### src/rtl/assert_macros.svh
// Assertion macros used by the top-level RTL file of the conversion unit.
`ifndef ASSERT_MACROS_SVH
`define ASSERT_MACROS_SVH
`ifndef SYNTHESIS
// Checked at every clock edge outside reset.
`define ASSERT_RST(lbl, clk, rst, prop, msg) \
  lbl: assert property (@(posedge clk) disable iff (rst) prop) else $error(msg);
// Checked at every clock edge, reset included.
`define ASSERT_ALL(lbl, clk, prop, msg) \
  lbl: assert property (@(posedge clk) prop) else $error(msg);
`else
`define ASSERT_RST(lbl, clk, rst, prop, msg)
`define ASSERT_ALL(lbl, clk, prop, msg)
`endif
`endif

### src/rtl/fic_pkg.sv
// Package of types and constants for the float/int conversion unit.
package fic_pkg;

  localparam int DATA_W = 32;
  localparam int CNT_W  = $clog2(DATA_W);

  // Operation codes of req_type; the fourth code is unused and gives zero.
  typedef enum logic [1:0] {
    OP_I2F   = 2'd0,
    OP_F2I   = 2'd1,
    OP_FLOOR = 2'd2
  } op_t;

  localparam logic [DATA_W-1:0] INT_MAX_W   = 32'h7FFF_FFFF;
  localparam logic [DATA_W-1:0] INT_MIN_W   = 32'h8000_0000;
  localparam logic [DATA_W-1:0] I2F_MIN_RES = 32'hCF00_0000;
  localparam logic [DATA_W-1:0] NEG_ONE_F   = 32'hBF80_0000;
  localparam logic [DATA_W-1:0] ALL_ONES    = 32'hFFFF_FFFF;

  localparam logic [7:0] EXP_BIAS      = 8'd127;
  localparam logic [7:0] EXP_I2F_TOP   = 8'd158;
  localparam logic [7:0] EXP_F2I_SAT   = 8'd158;
  localparam logic [7:0] EXP_F2I_TOP   = 8'd157;
  localparam logic [7:0] EXP_F2I_ZERO  = 8'd126;
  localparam logic [7:0] EXP_FLOOR_INT = 8'd150;

  // Stage 2 word: operand decoded, shift amount known, fixed results settled.
  typedef struct packed {
    op_t               op;
    logic              sign;
    logic [DATA_W-1:0] src;
    logic [CNT_W-1:0]  sa;
    logic              fixed;
    logic [DATA_W-1:0] fixval;
  } s2_t;

  // Stage 3 word: the final add operands, or a fixed result.
  typedef struct packed {
    op_t               op;
    logic              fixed;
    logic [DATA_W-1:0] fixval;
    logic [DATA_W-1:0] add_a;
    logic [DATA_W-1:0] add_b;
  } s3_t;

endpackage

### src/rtl/float_int_conversion_unit_top.sv
// Top level of the single-precision float/int conversion pipeline.
//
//   channel | signals                          | direction
//   --------+----------------------------------+----------
//   request | in_valid, in_ready, req_type,    | in
//           | operand                          |
//   result  | out_valid, out_ready, result     | out
//
// Four register stages: negate, leading-zero count and decode, shift,
// final add. An accepted word passes the stage 1, 2 and 3 registers before
// out_valid rises with its result; one word can enter every cycle unless out_ready stalls.
// Each stage holds its word while the stage ahead is full and stalled, so
// bubbles are squeezed out and a stall loses nothing. Synchronous reset
// clears the stage valid bits only.
`include "assert_macros.svh"

module float_int_conversion_unit_top
  import fic_pkg::*;
(
  input  logic              clk,
  input  logic              rst,
  input  logic              in_valid,
  output logic              in_ready,
  input  logic [1:0]        req_type,
  input  logic [DATA_W-1:0] operand,
  output logic              out_valid,
  input  logic              out_ready,
  output logic [DATA_W-1:0] result
);

  // Stage registers and valid bits.
  logic              v1, v2, v3;
  op_t               op1;
  logic [DATA_W-1:0] a1, mag1;
  s2_t               s2, s2_next;
  s3_t               s3, s3_next;
  logic              en1, en2, en3, en4;

  // A stage may load when it is empty or the stage ahead loads too.
  assign en4      = !out_valid || out_ready;
  assign en3      = !v3 || en4;
  assign en2      = !v2 || en3;
  assign en1      = !v1 || en2;
  assign in_ready = en1;

  always_ff @(posedge clk) begin
    if (rst) begin
      v1        <= 1'b0;
      v2        <= 1'b0;
      v3        <= 1'b0;
      out_valid <= 1'b0;
    end else begin
      if (en1) v1 <= in_valid;
      if (en2) v2 <= v1;
      if (en3) v3 <= v2;
      if (en4) out_valid <= v3;
    end
  end

  // Stage 1: capture the word and the integer magnitude.
  always_ff @(posedge clk) begin
    if (en1 && in_valid) begin
      op1  <= op_t'(req_type);
      a1   <= operand;
      mag1 <= operand[DATA_W-1] ? (~operand + 1'b1) : operand;
    end
  end

  // Stage 2: leading-zero count, shift amounts and the fixed-result cases.
  logic [CNT_W-1:0] lz;
  logic [7:0]       e1;
  logic             sign1;

  fic_lzc u_lzc (
    .value (mag1),
    .count (lz)
  );

  assign e1    = a1[30:23];
  assign sign1 = a1[DATA_W-1];

  always_comb begin
    logic [7:0] diff;
    diff            = 8'd0;
    s2_next.op      = op1;
    s2_next.sign    = sign1;
    s2_next.src     = a1;
    s2_next.sa      = '0;
    s2_next.fixed   = 1'b1;
    s2_next.fixval  = '0;
    unique case (op1)
      OP_I2F: begin
        // Zero and the most negative integer have fixed encodings.
        s2_next.src    = mag1;
        s2_next.sa     = lz;
        s2_next.fixed  = (a1 == '0) || (a1 == INT_MIN_W);
        s2_next.fixval = (a1 == INT_MIN_W) ? I2F_MIN_RES : '0;
      end
      OP_F2I: begin
        // Saturate large values, flush tiny ones; otherwise shift right.
        diff           = EXP_F2I_TOP - e1;
        s2_next.sa     = diff[CNT_W-1:0];
        s2_next.fixed  = (e1 >= EXP_F2I_SAT) || (e1 < EXP_F2I_ZERO);
        if (e1 >= EXP_F2I_SAT) begin
          s2_next.fixval = sign1 ? INT_MIN_W : INT_MAX_W;
        end
      end
      OP_FLOOR: begin
        // Integral values pass; magnitudes below one go to 0 or -1.0.
        diff           = EXP_FLOOR_INT - e1;
        s2_next.sa     = diff[CNT_W-1:0];
        s2_next.fixed  = (e1 >= EXP_FLOOR_INT) || (e1 < EXP_BIAS);
        if (e1 >= EXP_FLOOR_INT) begin
          s2_next.fixval = a1;
        end else if (sign1) begin
          s2_next.fixval = NEG_ONE_F;
        end
      end
      default: begin
        s2_next.fixed  = 1'b1;
      end
    endcase
  end

  always_ff @(posedge clk) begin
    if (en2 && v1) begin
      s2 <= s2_next;
    end
  end

  // Stage 3: shift and form the two operands of the final add.
  always_comb begin
    logic [DATA_W-1:0] norm, y, z, mask;
    logic [7:0]        ex;
    norm           = s2.src << s2.sa;
    ex             = EXP_I2F_TOP - {3'b000, s2.sa};
    y              = {1'b1, s2.src[22:0], 8'h00};
    z              = y >> s2.sa;
    mask           = ~(ALL_ONES << s2.sa);
    s3_next.op     = s2.op;
    s3_next.fixed  = s2.fixed;
    s3_next.fixval = s2.fixval;
    s3_next.add_a  = '0;
    s3_next.add_b  = '0;
    unique case (s2.op)
      OP_I2F: begin
        // Round half away from zero: the first dropped bit is added to the magnitude.
        s3_next.add_a = {s2.sign, ex, norm[30:8]};
        s3_next.add_b = {31'd0, norm[7]};
      end
      OP_F2I: begin
        // Round and negate in one add: -(a + b) is ~a + !b.
        s3_next.add_a = {1'b0, z[DATA_W-1:1]} ^ {DATA_W{s2.sign}};
        s3_next.add_b = {31'd0, z[0] ^ s2.sign};
      end
      OP_FLOOR: begin
        // Clear the fraction; a negative with a fraction steps one unit down.
        s3_next.add_a = s2.src & ~mask;
        s3_next.add_b = (s2.sign && ((s2.src & mask) != '0)) ?
                        (32'd1 << s2.sa) : '0;
      end
      default: begin
        s3_next.add_b = '0;
      end
    endcase
  end

  always_ff @(posedge clk) begin
    if (en3 && v2) begin
      s3 <= s3_next;
    end
  end

  // Stage 4: final add into the output register.
  always_ff @(posedge clk) begin
    if (en4 && v3) begin
      result <= s3.fixed ? s3.fixval : (s3.add_a + s3.add_b);
    end
  end

  // Checks on the pipeline control and the datapath.
  `ASSERT_ALL(a_reset_clears, clk, rst |=> !v1 && !v2 && !v3 && !out_valid, "valid after reset")
  `ASSERT_RST(a_full_when_blocked, clk, rst, !in_ready |-> v1 && v2 && v3 && out_valid, "ready low with a bubble")
  `ASSERT_RST(a_s2_hold, clk, rst, v2 && !en3 |=> v2 && $stable(s2), "stage 2 word changed in a stall")
  `ASSERT_RST(a_i2f_exp, clk, rst, v3 && !s3.fixed && s3.op == OP_I2F |-> s3.add_a[30:23] >= EXP_BIAS && s3.add_a[30:23] < EXP_I2F_TOP, "int to float exponent out of range")

endmodule

### src/rtl/fic_lzc.sv
// Leading zero counter for a nonzero data word.
module fic_lzc
  import fic_pkg::*;
(
  input  logic [DATA_W-1:0] value,
  output logic [CNT_W-1:0]  count
);

  // The highest set bit wins, so scan upward and let later hits override.
  always_comb begin
    count = '0;
    for (int i = 0; i < DATA_W; i++) begin
      if (value[i]) begin
        count = CNT_W'(DATA_W - 1 - i);
      end
    end
  end

endmodule
### config.mk
export PLATFORM = sky130hd
export DESIGN_NAME = float_int_conversion_unit_top
export DESIGN_NICKNAME = d
export VERILOG_FILES = /design/src/rtl/fic_pkg.sv /design/src/rtl/float_int_conversion_unit_top.sv /design/src/rtl/fic_lzc.sv
export VERILOG_INCLUDE_DIRS = /design/src /design/src/rtl
export SDC_FILE = /design/constraint.sdc
export NUM_CORES = 1
export LEC_CHECK = 0
export ABC_AREA = 1
export BUFFER_PORTS_ARGS = -buffer_cell sky130_fd_sc_hd__buf_2
export CORE_UTILIZATION = 50
export CTS_CLUSTER_DIAMETER = 40
export CTS_CLUSTER_SIZE = 12
export DETAILED_ROUTE_END_ITERATION = 10
export PLACE_DENSITY_LB_ADDON = 0.12
export SLEW_MARGIN = 20
export SYNTH_ARGS = -nofsm -noshare
export SYNTH_HDL_FRONTEND = slang
export SYNTH_HIERARCHICAL = 1
export SYNTH_SLANG_ARGS = --single-unit
### constraint.sdc
create_clock -name clk -period 11.57 [get_ports clk]
set_input_delay 0 -clock clk [delete_from_list [all_inputs] [get_ports clk]]
set_output_delay 0 -clock clk [all_outputs]
set_load 0.05 [all_outputs]
Word level (Yosys, flattened, before mapping)
Index checks and enable logic that the tools add are counted.
{"block": "totals", "regBits": 272, "latchBits": 0, "ram_bits": 0, "romBits": 0, "in_bits": 38, "output_inout_bits": 34, "elab_cells": 110, "memories": 0}
{"block": "op_classes", "n_addsub": 5, "mul": 0, "n_div": 0, "order_cmp": 4, "eq_ne": 5, "n_shift": 4, "mux": 46, "bitwise_logic": 7, "n_reduce_logical": 20}
{"op": "$pmux 32 s3", "count": 3}
{"op": "$mux 32", "count": 8}
{"op": "$mux 5", "count": 32}
{"op": "$not 32->32", "count": 3}
{"op": "$and 32x32->32", "count": 2}
{"op": "$add 32x1->32 const B", "count": 1}
{"op": "$add 32x32->32", "count": 1}
{"op": "$eq 32x32->1 const B", "count": 1}
{"op": "$logic_not 32->1", "count": 1}
{"op": "$reduce_bool 32->1", "count": 1}
{"op": "$shl 1x5->32 const A", "count": 1}
{"op": "$shl 32x5->31", "count": 1}
{"op": "$shl 32x5->32 const A", "count": 1}
{"op": "$shr 32x5->32", "count": 1}
{"op": "$xor 31x32->32", "count": 1}
{"op": "$mux 31", "count": 1}
{"op": "$ge 8x8->1 const B", "count": 2}
{"op": "$lt 8x7->1 const B", "count": 2}
{"op": "$pmux 5 s3", "count": 1}
{"op": "$sub 5x5->5 const A", "count": 2}
{"op": "$sub 8x5->8 const A", "count": 1}
{"op": "$logic_or 1x1->1", "count": 7}
{"op": "$logic_and 1x1->1", "count": 5}
{"op": "$eq 2x1->1 const B", "count": 2}
{"op": "5 further kinds", "count": 10}

Depth between registers and ports, before layout
Gate-level depths: netlist (run 1).
{"block": "logic_depth", "ltp_word": 33, "depth_mapped": 33, "depth_no_buf": 33}

Cells and area by module
The synthesis (run 1) kept the hierarchy.
{"module": "float_int_conversion_unit_top", "instances": 1, "cells_per_inst": 2115, "area_per_inst_um2": 16935.0, "seq_area_each_um2": 8097.8}
{"module": "fic_lzc", "instances": 1, "cells_per_inst": 102, "area_per_inst_um2": 432.9, "seq_area_each_um2": 0.0}

Least setup slack after synthesis (run 1)
Ideal clock, no wire load.
{"block": "synth_timing", "path_type": "reg-to-reg", "startpoint": "register out_valid", "endpoint": "register a1[0], enable pin", "setup_time_ns": 0.490, "t_arrival_ns": 3.667, "required_ns": 11.080, "setup_slack_ns": 7.414, "path_stages_with_launch": 10, "n_path_buf": 0, "period_less_slack_ns": 4.156, "path_cell_list": "dfxtp_1 -> inv_1 -> nor2_1 -> inv_1 -> nor2_1 -> inv_1 -> nor2_1 -> inv_1 -> nor2_1 -> nor2_1"}
{"block": "synth_between", "elab_chain_cells": 6}
{"element": "start: declaration", "line_no": "float_int_conversion_unit_top.sv:26", "source": "output logic out_valid,"}
{"element": "start signal: assignment", "line_no": "float_int_conversion_unit_top.sv:56", "source": "if (en4) out_valid <= v3;"}
{"element": "$logic_not 1->1", "line_no": "float_int_conversion_unit_top.sv:40", "source": "assign en4 = !out_valid || out_ready;"}
{"element": "$logic_or 1x1->1", "line_no": "float_int_conversion_unit_top.sv:40"}
{"element": "$logic_or 1x1->1", "line_no": "float_int_conversion_unit_top.sv:41", "source": "assign en3 = !v3 || en4;"}
{"element": "$logic_or 1x1->1", "line_no": "float_int_conversion_unit_top.sv:42", "source": "assign en2 = !v2 || en3;"}
{"element": "$logic_or 1x1->1", "line_no": "float_int_conversion_unit_top.sv:43", "source": "assign en1 = !v1 || en2;"}
{"element": "$logic_and 1x1->1", "line_no": "float_int_conversion_unit_top.sv:62", "source": "if (en1 && in_valid) begin"}
{"element": "end signal: assignment", "line_no": "float_int_conversion_unit_top.sv:64", "source": "a1 <= operand;"}
{"element": "end: declaration", "line_no": "float_int_conversion_unit_top.sv:34", "source": "logic [DATA_W-1:0] a1, mag1;"}
No other way between the ends.
A chain may end at the register's enable or synchronous reset.

==> flow_summary.rst, run 1 <==
.. list-table::
   :header-rows: 1

   * - Metric
     - Value
   * - Slew Limit Headroom
     - 0.1858
   * - Pins over their slew limit
     - 0
   * - Number of cells produced by synthesis
     - 2217
   * - Share of final-layout standard cells stronger than drive strength 1
     - 0.09153
   * - Fin Setup TNS
     - 0 ns
   * - Setup repair after global routing missed its margin
     - no
   * - DPL Wire Length
     - 47.60 mm
   * - Leading post-synthesis cells by cell area
     - sky130_fd_sc_hd__edfxtp_1, sky130_fd_sc_hd__nand2_1, sky130_fd_sc_hd__nand3_1, sky130_fd_sc_hd__inv_1, sky130_fd_sc_hd__o21ai_0
   * - Final non-filler cell total
     - 2776
   * - Least setup slack across all paths after layout
     - 8.365 ns
   * - Distinct cells, synth
     - 46
   * - Max FO, Critical Path
     - 61
   * - Per-cell routed wire length
     - 22.85 µm
   * - Clk pin slew, worst setup/hold paths
     - 0.06 ns
   * - Highest attainable clock frequency
     - 0.3120 GHz
   * - First-pass GRT wire length
     - 94.01 mm
   * - Post-synth EDFFs
     - 267
   * - DIE HEIGHT
     - 188.4 µm
   * - Number of failing setup endpoints in the final timing report
     - 0
   * - Core Region
     - 33870 µm²
   * - Clock tree from TritonCTS
     - built
   * - Cts bufs inserted
     - 39
   * - Total nets after synthesis
     - 2301
   * - Final clock skew
     - 0.01581 ns
   * - Critical path cell sequence
     - buf_4 > inv_2 > buf_4 > ha_1 > nand2_1 > inv_1 > nand2_2 > nand2_1 > nand2_1 > nor2_1 > nand2_1 > nor2_2 > nand2_4 > nand2_4 > nor3_1
   * - Global router's overall resource usage
     - 0.3561
   * - Mapped Avg Cell Area
     - 7.834 µm²
   * - DRC Markers
     - 0
   * - Synth area leader
     - sky130_fd_sc_hd__edfxtp_1
   * - DRC marker count from the first detailed-route iteration
     - 2162
   * - Sequential share of the synthesized area
     - 0.4662
   * - Arrival time worst endpoint
     - 3.47 ns
   * - Initial antenna violation count
     - 1
   * - Initial Utilization
     - 0.5128
   * - Total wire length after detailed routing
     - 63.42 mm
   * - Leakage
     - 8.442 nW
   * - Synth async-reset ratio
     - 0
   * - Residual antenna-violating net count after detailed routing
     - 0
   * - Largest stage delay on the critical path
     - 0.48 ns
   * - Startpoint type of the worst setup path
     - register
   * - Post-layout min period
     - 3.205 ns
   * - Row count
     - 67
   * - Largest net degree at the start of global routing
     - 86
   * - Number of synthesized register bits
     - 271
   * - Skew-Pair Late Insertion Delay
     - 0.54 ns
   * - Routed vias
     - 16546
   * - Via/cell ratio
     - 5.960
   * - Crit share post-route
     - 0.2770
   * - Number of cells traversed by the worst hold path
     - 2
   * - Port buffer count
     - 71
   * - Area share of the largest cell type after synthesis
     - 0.4616
   * - WS Path Type
     - register to register
   * - Worst endpoint required time
     - 11.83 ns
   * - DP Cell Count
     - 2668
   * - Master of the slowest instance on the critical path
     - sky130_fd_sc_hd__buf_4
   * - Die area
     - 35490 µm²
   * - Number of top-level pins
     - 72
   * - Cell chosen for the clock root
     - sky130_fd_sc_hd__clkbuf_16
   * - Post-Place Setup Slack
     - 8.463 ns
   * - Main flop type after synthesis
     - sky130_fd_sc_hd__edfxtp_1
   * - Crit end category
     - register
   * - Post-CTS Resized
     - 0
   * - Via count of the first global-routing pass
     - 15421
   * - PD cells
     - 137.6 nW/µm²
   * - Residual overflow from global routing
     - 0
   * - Combined area of all synthesized cells
     - 17370 µm²
   * - Count of final hold-check violations
     - 0
   * - H-tree Lvls
     - 2
   * - Cell with the most instances on the worst path
     - sky130_fd_sc_hd__nand2_1
   * - CTS max path bufs
     - 3
   * - Width of the chip
     - 188.4 µm
   * - Result of the run
     - complete, no violations
   * - Gpl congestion
     - 1.038
   * - Peak supply drop
     - 0.0001380 V
   * - Worst hold path class
     - input port to register
   * - Total iterations of the first detailed-routing run
     - 7
   * - Synthesis Warnings
     - 6
   * - Layout overhead on the synthesized area
     - 13.65%
   * - Total number of clock tree sinks
     - 271
   * - # Max-Cap Violations
     - 0
   * - Number of nets in the layout
     - 2384
   * - Register-to-Register Path Depth
     - 15
   * - Actual transition at the worst max-transition pin
     - 1.217 ns
final cells by class:
cell class                 count  area [µm²]
fill                        3011       14130
multi-input combinational   1653        8130
sequential                   271        8098
clock buffer                  43       991.0
timing repair buffer         126       885.9
inverter                     209       785.8
tap                          448       560.5
clock inverter                25       285.3
antenna                        1       2.502
placed cells by master, fill, tap and decap left out, drive strengths merged, types with 43 or more instances in the layout:
cell / instances
nor2: 163
nand2: 707
ha: 45
clkbuf: 43
inv: 213
buf: 89
nor3: 46
nand3: 304
edfxtp: 267
o21ai: 136
a21oi: 76
final timing paths:
path                                       start          endpoint  slack [ns]
worst max-delay path            s2[34]$_DFFE_PP_  s3[13]$_DFFE_PP_        8.36
worst min-delay path                 req_type[0]  op1[0]$_DFFE_PP_        0.17
worst max register to register  s2[34]$_DFFE_PP_  s3[13]$_DFFE_PP_        8.36
worst min register to register   s2[8]$_DFFE_PP_  s3[72]$_DFFE_PP_        0.42
registers in the layout (all words and copies together), names as in the netlist:
name       cells
s3            97
a1            32
out_valid      1
op1            2
v3             1
s2            73
v2             1
v1             1
mag1          31
result        32
metal layers:
metal	GRT usage	wire length, µm	share of wire
met1	0.4830	26160	0.41
met2	0.5624	27890	0.44
met3	0.08270	6948	0.11
met4	0.1169	2432	0.038
met5	0	0	0
worst max-delay path: cells and delay by family (launching register included):
family                     cells  cell delay [ns]
DFF                            1             0.35
and+or+nand+nor               10             1.06
buffers and inverters          4             1.08
adders and majority gates      1             0.37
per-stage QoR:
| stage | hold WS (ns) | area [µm²] | total power, mW | util |
|---|---|---|---|---|
| floorplan | 0.06907 | 17370 | 1.409 | - |
| global placement | 0.1770 | 18040 | 1.541 | 0.5328 |
| detailed placement | 0.1815 | 18050 | 1.542 | 0.5330 |
| CTS | 0.1623 | 19700 | 2.702 | 0.5816 |
| global route | 0.1756 | 19740 | 2.799 | 0.5828 |
| finish | 0.1733 | 19740 | 2.716 | 0.5828 |
logic make-up (layout without fill, tap and decap cells):
family                   after synthesis  count (layout)  synth area share
adder cells (fa/ha/maj)               46              46           0.03357
XOR/XNOR                              38              38           0.01916
multiplexers                           2               2          0.001153
AO/OA/AOI/OAI                        265             265           0.08450
AND/OR/NAND/NOR                     1302            1302            0.3280
buffers and inverters                293             403           0.06736
flip-flops                           271             271            0.4662
other                                  0               1                 0
what timing repair did:
action / 4_1_cts / 5_1_grt
setup buffers: 0 / 0
hold buffers: 37 / 0
endpoints found under the hold margin: 69 / 0
endpoints found under the setup margin: 0 / 0
cells in the mapped netlist, types with 2 or more instances:
cell type and count:
sky130_fd_sc_hd__and2_0 2, sky130_fd_sc_hd__nand3_1 304, sky130_fd_sc_hd__buf_1 13, sky130_fd_sc_hd__nor4_1 7, sky130_fd_sc_hd__nand3b_1 11, sky130_fd_sc_hd__buf_4 3, sky130_fd_sc_hd__o21ai_0 126, sky130_fd_sc_hd__o21ai_1 10
sky130_fd_sc_hd__nor2_2 17, sky130_fd_sc_hd__mux2i_1 2, sky130_fd_sc_hd__nor2_4 3, sky130_fd_sc_hd__a21oi_1 75, sky130_fd_sc_hd__dfxtp_1 4, sky130_fd_sc_hd__edfxtp_1 267, sky130_fd_sc_hd__o31ai_1 16, sky130_fd_sc_hd__o211ai_1 15
sky130_fd_sc_hd__and2_1 16, sky130_fd_sc_hd__nor3_2 10, sky130_fd_sc_hd__nor2_1 143, sky130_fd_sc_hd__ha_1 45, sky130_fd_sc_hd__inv_1 198, sky130_fd_sc_hd__or2_2 12, sky130_fd_sc_hd__nand4_1 30, sky130_fd_sc_hd__nand2_1 702
sky130_fd_sc_hd__buf_2 23, sky130_fd_sc_hd__xnor2_1 15, sky130_fd_sc_hd__nor3_1 36, sky130_fd_sc_hd__clkinv_1 4, sky130_fd_sc_hd__nand2_4 2, sky130_fd_sc_hd__xor2_1 23, sky130_fd_sc_hd__clkbuf_1 41, sky130_fd_sc_hd__a21boi_0 3
sky130_fd_sc_hd__and3_1 2, sky130_fd_sc_hd__buf_6 4, sky130_fd_sc_hd__a31oi_1 7, sky130_fd_sc_hd__nand2_2 3, sky130_fd_sc_hd__o221ai_1 6, sky130_fd_sc_hd__inv_2 7, sky130_fd_sc_hd__o311ai_0 3
power by group:
group | switching [mW] | internal (mW) | total [mW]
Clock | 0.462 | 0.700 | 1.16
Combinational | 0.285 | 0.108 | 0.393
Sequential | 0.0319 | 1.13 | 1.16
Total | 0.780 | 1.94 | 2.72
Note: power is estimated with default switching activity, not from simulation.
==> run 2: changes to the inputs <==
clock period = 2.7 ns   (was 11.57 ns; I/O delays follow)
==> flow_summary.rst, run 2 (synthesis gave the netlist of run 1 again) <==
.. list-table::
   :header-rows: 1

   * - Metric
     - Value
   * - Setup repair after global routing missed its margin
     - yes
   * - Worst hold path class
     - input port to register
   * - Actual transition at the worst max-transition pin
     - 0.8354 ns (-0.3815 ns)
   * - Global router's overall resource usage
     - 0.3706 (+0.01454)
   * - Worst hold endpoint
     - op1[1]$_DFFE_PP_
   * - Number of cells traversed by the worst hold path
     - 2 (unchanged)
   * - PD cells
     - 573.8 nW/µm² (+320%)
   * - Gpl congestion
     - 1.067 (+2.8%)
   * - Number of flip-flops in the largest register
     - 97 (unchanged)
   * - Crit end category
     - register
   * - # Max-Cap Violations
     - 0 (unchanged)
   * - Worst reg2reg path startpoint
     - mag1[1]$_DFFE_PP_
   * - Post-Place Setup Slack
     - 0.1517 ns (-8.311 ns)
   * - Row count
     - 67 (unchanged)
   * - Via count of the first global-routing pass
     - 15973 (+3.6%)
   * - Number of diodes
     - 0 (-1)
   * - Largest Register
     - s3
   * - Residual overflow from global routing
     - 0 (unchanged)
   * - Initial antenna violation count
     - 0 (-1)
   * - Slew Limit Headroom
     - 0.4425 (+0.2567)
   * - Per-cell routed wire length
     - 23.23 µm (+1.7%)
   * - Area after detailed placement
     - 18520 µm² (+2.6%)
   * - Post-route cell area
     - 20120 µm² (+1.9%)
   * - Initial Utilization
     - 0.5128 (unchanged)
   * - Pins over their slew limit
     - 0 (unchanged)
   * - Port buffer count
     - 71 (unchanged)
   * - Reg-to-reg critical path endpoint
     - s2[33]$_DFFE_PP_
   * - Largest net degree at the start of global routing
     - 68 (-21%)
   * - Core Region
     - 33870 µm² (unchanged)
   * - Filler instances
     - 3016 (+0.17%)
   * - Startpoint type of the worst setup path
     - register
   * - Routed vias
     - 16870 (+2.0%)
   * - Register-to-Register Path Depth
     - 33 (+18)
   * - Cell chosen for the clock root
     - sky130_fd_sc_hd__clkbuf_16
   * - H-tree Lvls
     - 2 (unchanged)
   * - WS Path Type
     - register to register
   * - DPL Wire Length
     - 50.30 mm (+5.7%)
   * - Share of final-layout standard cells stronger than drive strength 1
     - 0.1102 (+0.01869)
   * - Peak supply drop
     - 0.0006171 V (+350%)
   * - Cts bufs inserted
     - 39 (unchanged)
   * - Number of top-level pins
     - 72 (unchanged)
   * - Largest regs
     - s3 (97), s2 (73)
   * - Min-Delay Startpoint
     - req_type[1]
   * - Clock tree from TritonCTS
     - built
   * - Largest stage delay on the critical path
     - 0.43 ns (-0.05 ns)
   * - Most common cell after layout, fill and taps aside
     - sky130_fd_sc_hd__nand2_1
   * - Number of nets in the layout
     - 2436 (+2.2%)
   * - Layout overhead on the synthesized area
     - 15.83%
   * - DRC marker count from the first detailed-route iteration
     - 2149 (-0.60%)
   * - Width of the chip
     - 188.4 µm (unchanged)
   * - Final non-filler cell total
     - 2825 (+1.8%)
   * - Total wire length after detailed routing
     - 65.63 mm (+3.5%)
   * - Skew-Pair Late Insertion Delay
     - 0.55 ns (about the same)
   * - CTS max path bufs
     - 3 (unchanged)
   * - First-pass GRT wire length
     - 97.30 mm (+3.5%)
   * - DIE HEIGHT
     - 188.4 µm (unchanged)
   * - Crit share post-route
     - 0.9898 (+0.7128)
   * - Post-layout min period
     - 2.673 ns (-0.5329 ns)
   * - Residual antenna-violating net count after detailed routing
     - 0 (unchanged)
   * - DRC Markers
     - 0 (unchanged)
   * - Leading cell types in the layout, fill and taps excluded
     - sky130_fd_sc_hd__nand2_1, sky130_fd_sc_hd__nand3_1, sky130_fd_sc_hd__edfxtp_1
   * - Total iterations of the first detailed-routing run
     - 8 (+1)
   * - Final clock skew
     - 0.02129 ns (+0.005480 ns)
   * - DP Cell Count
     - 2719 (+1.9%)
   * - Clk pin slew, worst setup/hold paths
     - 0.06 ns (about the same)
   * - Total number of clock tree sinks
     - 271 (unchanged)
   * - Die area
     - 35490 µm² (unchanged)
   * - Number of failing setup endpoints in the final timing report
     - 0 (unchanged)
   * - Count of final hold-check violations
     - 0 (unchanged)
   * - Cell with the most instances on the worst path
     - sky130_fd_sc_hd__nand2_1
   * - Result of the run
     - complete, no violations
   * - Leakage
     - 8.679 nW (+2.8%)
   * - Post-Route Hold Slack
     - 0.1930 ns (+0.01966 ns)
   * - Via/cell ratio
     - 5.972 (+0.19%)
   * - Arrival time worst endpoint
     - 2.96 ns (-0.51 ns)
   * - Master of the slowest instance on the critical path
     - sky130_fd_sc_hd__edfxtp_1
   * - Max FO, Critical Path
     - 3 (-95%)
   * - Highest attainable clock frequency
     - 0.3742 GHz (+20%)
   * - FF-to-FF setup slack
     - 0.03 ns (-8.34 ns)
   * - Least setup slack across all paths after layout
     - 0.02748 ns (-8.337 ns)
   * - Worst endpoint required time
     - 2.99 ns (-8.84 ns)
run 2: layout make-up:
cell class              instances  area [µm²]  area share
flip-flops and latches        271        8102      0.4027
multi-input cells            1653        8123      0.4038
well taps                     448       560.5     0.02786
repair buffers                178        1341     0.06668
clock buffers                  43       991.0     0.04926
clock inverters                23       211.5     0.01051
inverters                     209       788.3     0.03918
run 2: worst max-delay path by stage:
| stage | startpoint | endpoint | slack (ns) |
|---|---|---|---|
| 5_1_grt | mag1[1]$_DFFE_PP_ | s2[33]$_DFFE_PP_ | -0.27 |
| 2_1_floorplan | out_valid$_SDFFE_PP0P_ | s3[0]$_DFFE_PP_ | 0.03 |
| 3_3_place_gp | mag1[1]$_DFFE_PP_ | s2[33]$_DFFE_PP_ | 0.13 |
| 6_report | mag1[1]$_DFFE_PP_ | s2[33]$_DFFE_PP_ | 0.03 |
| 3_5_place_dp | a1[0]$_DFFE_PP_ | s2[33]$_DFFE_PP_ | 0.15 |
| 4_1_cts | mag1[1]$_DFFE_PP_ | s2[33]$_DFFE_PP_ | 0.08 |
run 2: metrics by stage:
step                      TNS, ns  utilization  total power, mW
after CTS                       0       0.5935            11.48
after global routing      -0.2709       0.5940            11.87
after floorplan                 0            -            6.032
after detailed placement        0       0.5468            6.689
final                           0       0.5940            11.54
after global placement          0       0.5468            6.683
run 2: power by group:
part | total (mW) | switching, mW | leakage (nW) | internal, mW
Clock | 4.80 | 1.99 | 0.579 | 2.80
Combinational | 1.77 | 1.25 | 5.48 | 0.520
Sequential | 4.98 | 0.142 | 2.62 | 4.83
run 2: critical path, delay by kind of cell (launching register included):
kind | cells | cell delay, ns
and+or+nand+nor | 30 | 1.59
DFF | 1 | 0.43
AOI/OAI and AO/OA | 2 | 0.32
buffers and inverters | 1 | 0.09
run 2: what timing repair did:
action                     in CTS  in global routing
setup endpoints to repair       0                  3
hold buffers                   38                  0
hold endpoints to repair       69                  0
setup buffers                   0                  2
gates resized for setup         0                  1
run 2: layer usage:
metal / part of all wire / routed length, µm / GRT usage
met5: 0 / 0 / 0
met4: 0.047 / 3075 / 0.1576
met3: 0.11 / 7055 / 0.1024
met2: 0.43 / 28350 / 0.5644
met1: 0.41 / 27140 / 0.4960
